**src/hdl/pidc_pkg.sv**
```systemverilog
// pidc_pkg: shared widths, command codes and controller/datapath structs
// for the clamped pid controller; depends on nothing
package pidc_pkg;

    localparam int ERR_W     = 32;
    localparam int DT_W      = 16;
    localparam int DRV_W     = 27;
    localparam int TMR_W     = 32;
    localparam int INT_W     = 64;
    localparam int BAND_W    = 31;
    localparam int TERM_W    = 62;
    localparam int MA_W      = 33;
    localparam int MB_W      = 32;
    localparam int PROD_W    = MA_W + MB_W;
    localparam int IFULL_W   = 96;
    localparam int DIVD_W    = 64;
    localparam int CFG_IDX_W = 2;
    localparam int CFG_DAT_W = 32;
    localparam int TERM_CAP_SH = 60;

    // configuration register indexes
    localparam logic [CFG_IDX_W-1:0] CFG_GAIN_P      = 2'd0;
    localparam logic [CFG_IDX_W-1:0] CFG_GAIN_I      = 2'd1;
    localparam logic [CFG_IDX_W-1:0] CFG_GAIN_D      = 2'd2;
    localparam logic [CFG_IDX_W-1:0] CFG_SETTLE_BAND = 2'd3;

    // input command codes
    localparam logic CMD_UPDATE      = 1'b0;
    localparam logic CMD_TIMER_RESET = 1'b1;

    // shared multiplier operand selects
    localparam logic [2:0] MUL_NONE = 3'd0;
    localparam logic [2:0] MUL_D    = 3'd1;
    localparam logic [2:0] MUL_INC  = 3'd2;
    localparam logic [2:0] MUL_P    = 3'd3;
    localparam logic [2:0] MUL_ILO  = 3'd4;
    localparam logic [2:0] MUL_IHI  = 3'd5;

    typedef struct packed {
        logic       load;
        logic [2:0] mul_sel;
        logic       div_start;
        logic       integ_upd;
        logic       p_store;
        logic       ilo_store;
        logic       i_join;
        logic       i_cap;
        logic       d_take;
        logic       sum;
        logic       commit;
    } t_dp_cmd;

    typedef struct packed {
        logic is_timer_reset;
        logic div_done;
        logic out_free;
    } t_dp_status;

endpackage

```
**src/hdl/pidc_ctrl.sv**
```systemverilog
// pidc_ctrl: sequencer that steps the datapath through one update word
// depends on pidc_pkg
module pidc_ctrl (
    input  logic                 i_clk,
    input  logic                 i_rst_n,
    input  logic                 i_in_valid,
    output logic                 o_in_ready,
    input  pidc_pkg::t_dp_status i_status,
    output pidc_pkg::t_dp_cmd    o_cmd
);

    localparam logic [3:0] S_IDLE    = 4'd0;
    localparam logic [3:0] S_MUL_D   = 4'd1;
    localparam logic [3:0] S_MUL_INC = 4'd2;
    localparam logic [3:0] S_INTEG   = 4'd3;
    localparam logic [3:0] S_P       = 4'd4;
    localparam logic [3:0] S_ILO     = 4'd5;
    localparam logic [3:0] S_IHI     = 4'd6;
    localparam logic [3:0] S_ICAP    = 4'd7;
    localparam logic [3:0] S_WAIT_D  = 4'd8;
    localparam logic [3:0] S_SUM     = 4'd9;
    localparam logic [3:0] S_OUT     = 4'd10;

    logic [3:0] r_state, n_state;
    logic       accept;

    assign accept     = i_in_valid && (r_state == S_IDLE);
    assign o_in_ready = (r_state == S_IDLE);

    always_comb begin
        n_state = r_state;
        o_cmd   = '0;
        case (r_state)
            S_IDLE: begin
                o_cmd.load = accept;
                if (accept) begin
                    n_state = S_MUL_D;
                end
            end
            S_MUL_D: begin
                // a timer reset word skips the arithmetic
                if (i_status.is_timer_reset) begin
                    n_state = S_OUT;
                end else begin
                    o_cmd.mul_sel = pidc_pkg::MUL_D;
                    n_state       = S_MUL_INC;
                end
            end
            S_MUL_INC: begin
                o_cmd.div_start = 1'b1;
                o_cmd.mul_sel   = pidc_pkg::MUL_INC;
                n_state         = S_INTEG;
            end
            S_INTEG: begin
                o_cmd.integ_upd = 1'b1;
                o_cmd.mul_sel   = pidc_pkg::MUL_P;
                n_state         = S_P;
            end
            S_P: begin
                o_cmd.p_store = 1'b1;
                o_cmd.mul_sel = pidc_pkg::MUL_ILO;
                n_state       = S_ILO;
            end
            S_ILO: begin
                o_cmd.ilo_store = 1'b1;
                o_cmd.mul_sel   = pidc_pkg::MUL_IHI;
                n_state         = S_IHI;
            end
            S_IHI: begin
                o_cmd.i_join = 1'b1;
                n_state      = S_ICAP;
            end
            S_ICAP: begin
                o_cmd.i_cap = 1'b1;
                n_state     = S_WAIT_D;
            end
            S_WAIT_D: begin
                if (i_status.div_done) begin
                    o_cmd.d_take = 1'b1;
                    n_state      = S_SUM;
                end
            end
            S_SUM: begin
                o_cmd.sum = 1'b1;
                n_state   = S_OUT;
            end
            S_OUT: begin
                if (i_status.out_free) begin
                    o_cmd.commit = 1'b1;
                    n_state      = S_IDLE;
                end
            end
            default: begin
                n_state = S_IDLE;
            end
        endcase
    end

    always_ff @(posedge i_clk) begin
        if (!i_rst_n) begin
            r_state <= S_IDLE;
        end else begin
            r_state <= n_state;
        end
    end

endmodule

```
**config.mk**
```make
export PLATFORM = sky130hd
export DESIGN_NAME = pidc_ctrl
export DESIGN_NICKNAME = d
export VERILOG_FILES = /design/src/hdl/pidc_pkg.sv /design/src/hdl/pidc_ctrl.sv
export SDC_FILE = /design/constraint.sdc
export NUM_CORES = 1
export LEC_CHECK = 0
export BUFFER_PORTS_ARGS = -buffer_cell sky130_fd_sc_hd__buf_2
export CAP_MARGIN = 10
export CORE_AREA = 2 2 39 41
export DETAILED_ROUTE_END_ITERATION = 10
export DIE_AREA = 0 0 41 43
export PLACE_DENSITY = 0.58
export SLEW_MARGIN = 15
export SYNTH_ARGS = -nofsm -noshare
export SYNTH_HDL_FRONTEND = slang
export SYNTH_SLANG_ARGS = --single-unit
export TNS_END_PERCENT = 100
```
**constraint.sdc**
```tcl
create_clock -name i_clk -period 1.5 [get_ports i_clk]
set_input_delay 0.075 -clock i_clk [delete_from_list [all_inputs] [get_ports i_clk]]
set_output_delay 0.075 -clock i_clk [all_outputs]
set_load 0.05 [all_outputs]
```
==> results.md <==
- Status: finished, final reports clean
- Final Net Count: 75
- Hold Fails Final Rpt: 0
- Fin crit share: 97.1%
- Synth top area cells: dfxtp_1 21%, nor3b_2 6.7%, buf_6 6.0%
- Layout Cell Area excl Fill: 532 um2
- CP Data Arrival Time: 1.38 ns
- Count leader, synth: nor2_1
- Clock latency on the worst-skew pair: about 0.23 ns
- R2R cell count: 3
- Power Density: about 1200 nW/um2
- Register Area: between 80 and 90 um2
- Total of max-cap violations: 0
- Slowest stage delay, CP: 0.36 ns
- R2R setup slack: approximately 0.33 ns
- GPL Wtd Cong: slightly below 0.7
- Final antenna-violating net count: 0
- Placed Instances: 80
- R2r startpoint: r_state[1]$_SDFFE_PN0P_
- Core ar.: 1380 um2
- Max clock buf depth: 2
- Synth area leader: dfxtp_1
- Layout cells sized above 1: 58.2%
- Crit path kind: flip-flop to primary output
- Reg clk slew, reported paths: 0.03 ns
- Maximum VDD drop: 0.500 mV
- 1st-iter DRT viols: 1
- Largest register FFs: 4
- Required time of the critical path: 1.42 ns
- Async S/R FF share, synth: 0%
- Slew Viols, Final: 0
- Most flops, register: r_state
- Max Freq: 0.686 GHz
- Post-DR wirelength/cell: 10.7 um
- Synth Area in Adders: 0%
- Worst r2r dst: r_state[3]$_SDFFE_PN0P_
- Slowest-stage cell, CP: dfxtp_1
- Vias in the first global route: 335
- Non-filler cells, final: 83
- FP Rows: 14
- Syn avg cell area: 8.29 um2
- Core Util, Final: 38.4%
- First-pass GRT wire length: around 1300 um
- Post-synth EDFFs: 0
- TritonCTS Sinks: 4
- CP top delay family: simple AND/OR/NAND/NOR gates
- Setup-failing EPs final: 0
- Largest family of logic cells by synthesized area: simple AND/OR/NAND/NOR gates
- Placed cell area: about 500 um2
- Worst Slack Setup Final: between 0.04 and 0.05 ns
- Min-Delay Endpoint: r_state[3]$_SDFFE_PN0P_
- Commonest cells in the netlist: 6 x nor2_1, 4 x dfxtp_1, 3 x and3_1, 3 x nand2_1, 3 x nor2b_1
- Syn_nets: just over 50
- Buf+Inv Stages, Crit Path: 1
- Routed WL: ~880 um
- Worst Tran Pin Value: roughly 0.26 ns
- Yosys cell types: 26
- Die width: 41 um
- Largest net degree at the start of global routing: 9
- Synthesis-stage register bit count: 4
- Worst-path maximum fanout: 8
- Drc violations: 0
- Hold Crit Start: i_rst_n
- CTS tree: done
- Post-Route Hold Slack: 0.113 ns
- Cells after synthesis: 45
- Critical path launch point type: flip-flop
- Num CTS Buffers: 3
- Setup TNS: 0 ns
- Rel. slew slack: 82.3%
- Synth Area in Simple Gates: between 50% and 60%
- Initial antenna violation count: 0
- Total GRT Usage: 11.2%
- Placement Setup Slack: approximately 0.25 ns
- Post-synth top area share: 21.5%
- Largest registers: r_state (4)
- Initial core utilization: 26.9%
- Ys flop type: dfxtp_1
- Crit path cell chain: or2_4 > nor3_4 > and2_2 > clkbuf_4
- Pleak: around 0.27 nW
- Register area share after synthesis: 21.5%
- Ports: 20
- Tmin final: 1.46 ns
- Multi-input gate area: 274 um2
- CTS root buf: clkbuf_4
- Clock Skews: 0.00107 ns
- XOR/XNOR share of the synthesized area: 4.70%
- Complex-gate fraction of the synthesized area: between 10% and 20%
- Grt ovf: 0
- Hold Path Stages: 2
- DR vias: between 300 and 400
- Synth warn: 0
- FILL cells: 159
- Antenna diodes: 0
- Synth-to-layout area growth: 42.6%
- Via density per instance: 4.72
- Placed wire-length estimate: 725 um
- H-tree Lvls: 1
- CP endpoint kind: primary output
- PortBufs: 19
- Die area: 1760 um2
- Multiplexer share of the synthesized area: 4.03%
- Hold WC Path Type: primary input to flip-flop
- Netlist Area Pre-Place: ~370 um2
- Die Ht: 43 um
- Design Power: 0.613 mW
- DRT Pass-1 Iters: 4
-- area by class of cell --
type / count / area share (%)
Clock buffer: 3 / 4.24
Tap cell: 16 / 3.76
Sequential cell: 4 / 15.5
Timing Repair Buffer: 23 / 24.9
Multi-Input combinational cell: 37 / 51.5
-- worst max path at each step --
stage,slack (ns),endpoint,start,depth (start not counted)
floorplan,-0.17,o_cmd[6],r_state[2]$_SDFFE_PN0P_,3
global placement,0.24,o_cmd[12],r_state[3]$_SDFFE_PN0P_,4
detailed placement,0.25,r_state[3]$_SDFFE_PN0P_,r_state[1]$_SDFFE_PN0P_,3
CTS,0.0007,o_cmd[12],r_state[3]$_SDFFE_PN0P_,4
global route,-0.003,o_cmd[12],r_state[3]$_SDFFE_PN0P_,4
finish,0.04,o_cmd[12],r_state[3]$_SDFFE_PN0P_,4
-- what timing repair did --
| item | in CTS | in global routing |
|---|---|---|
| hold buffers | 0 | 0 |
| resized for setup | 0 | 6 |
| endpoints found under the setup margin | 0 | 4 |
| buffers inserted | 0 | 0 |
-- logic make-up (layout without fill, tap and decap cells) --
family,after synthesis,after routing
simple gates,29,29
buf+inv,4,26
compound gates,5,5
flops,4,4
xor+xnor,2,2
mux,1,1
-- per-layer routing --
layer	GRT usage [%]	share of wire (%)
met1	11.0	43
met2	17.5	47
met5	0	0
met3	1.57	7.7
met4	12.0	2.3
-- placed cells by master (no fill, tap or decap), types with 2 or more instances in the layout --
cell type | synthesis | layout
and2_2 | 0 | 2
and3_1 | 3 | 3
buf_2 | 1 | 16
buf_4 | 1 | 5
clkbuf_4 | 0 | 5
dfxtp_1 | 4 | 2
dfxtp_2 | 0 | 2
nand2_1 | 3 | 3
nand2b_1 | 2 | 2
nor2_1 | 6 | 6
nor2b_1 | 3 | 2
xor2_1 | 2 | 2
-- where the power goes --
| part | internal, mW | switching (mW) |
|---|---|---|
| logic | 0.115 | 0.219 |
| clock network | 0.0894 | 0.0421 |
| registers | 0.122 | 0.0254 |
Power figures use the tool's default switching activity.
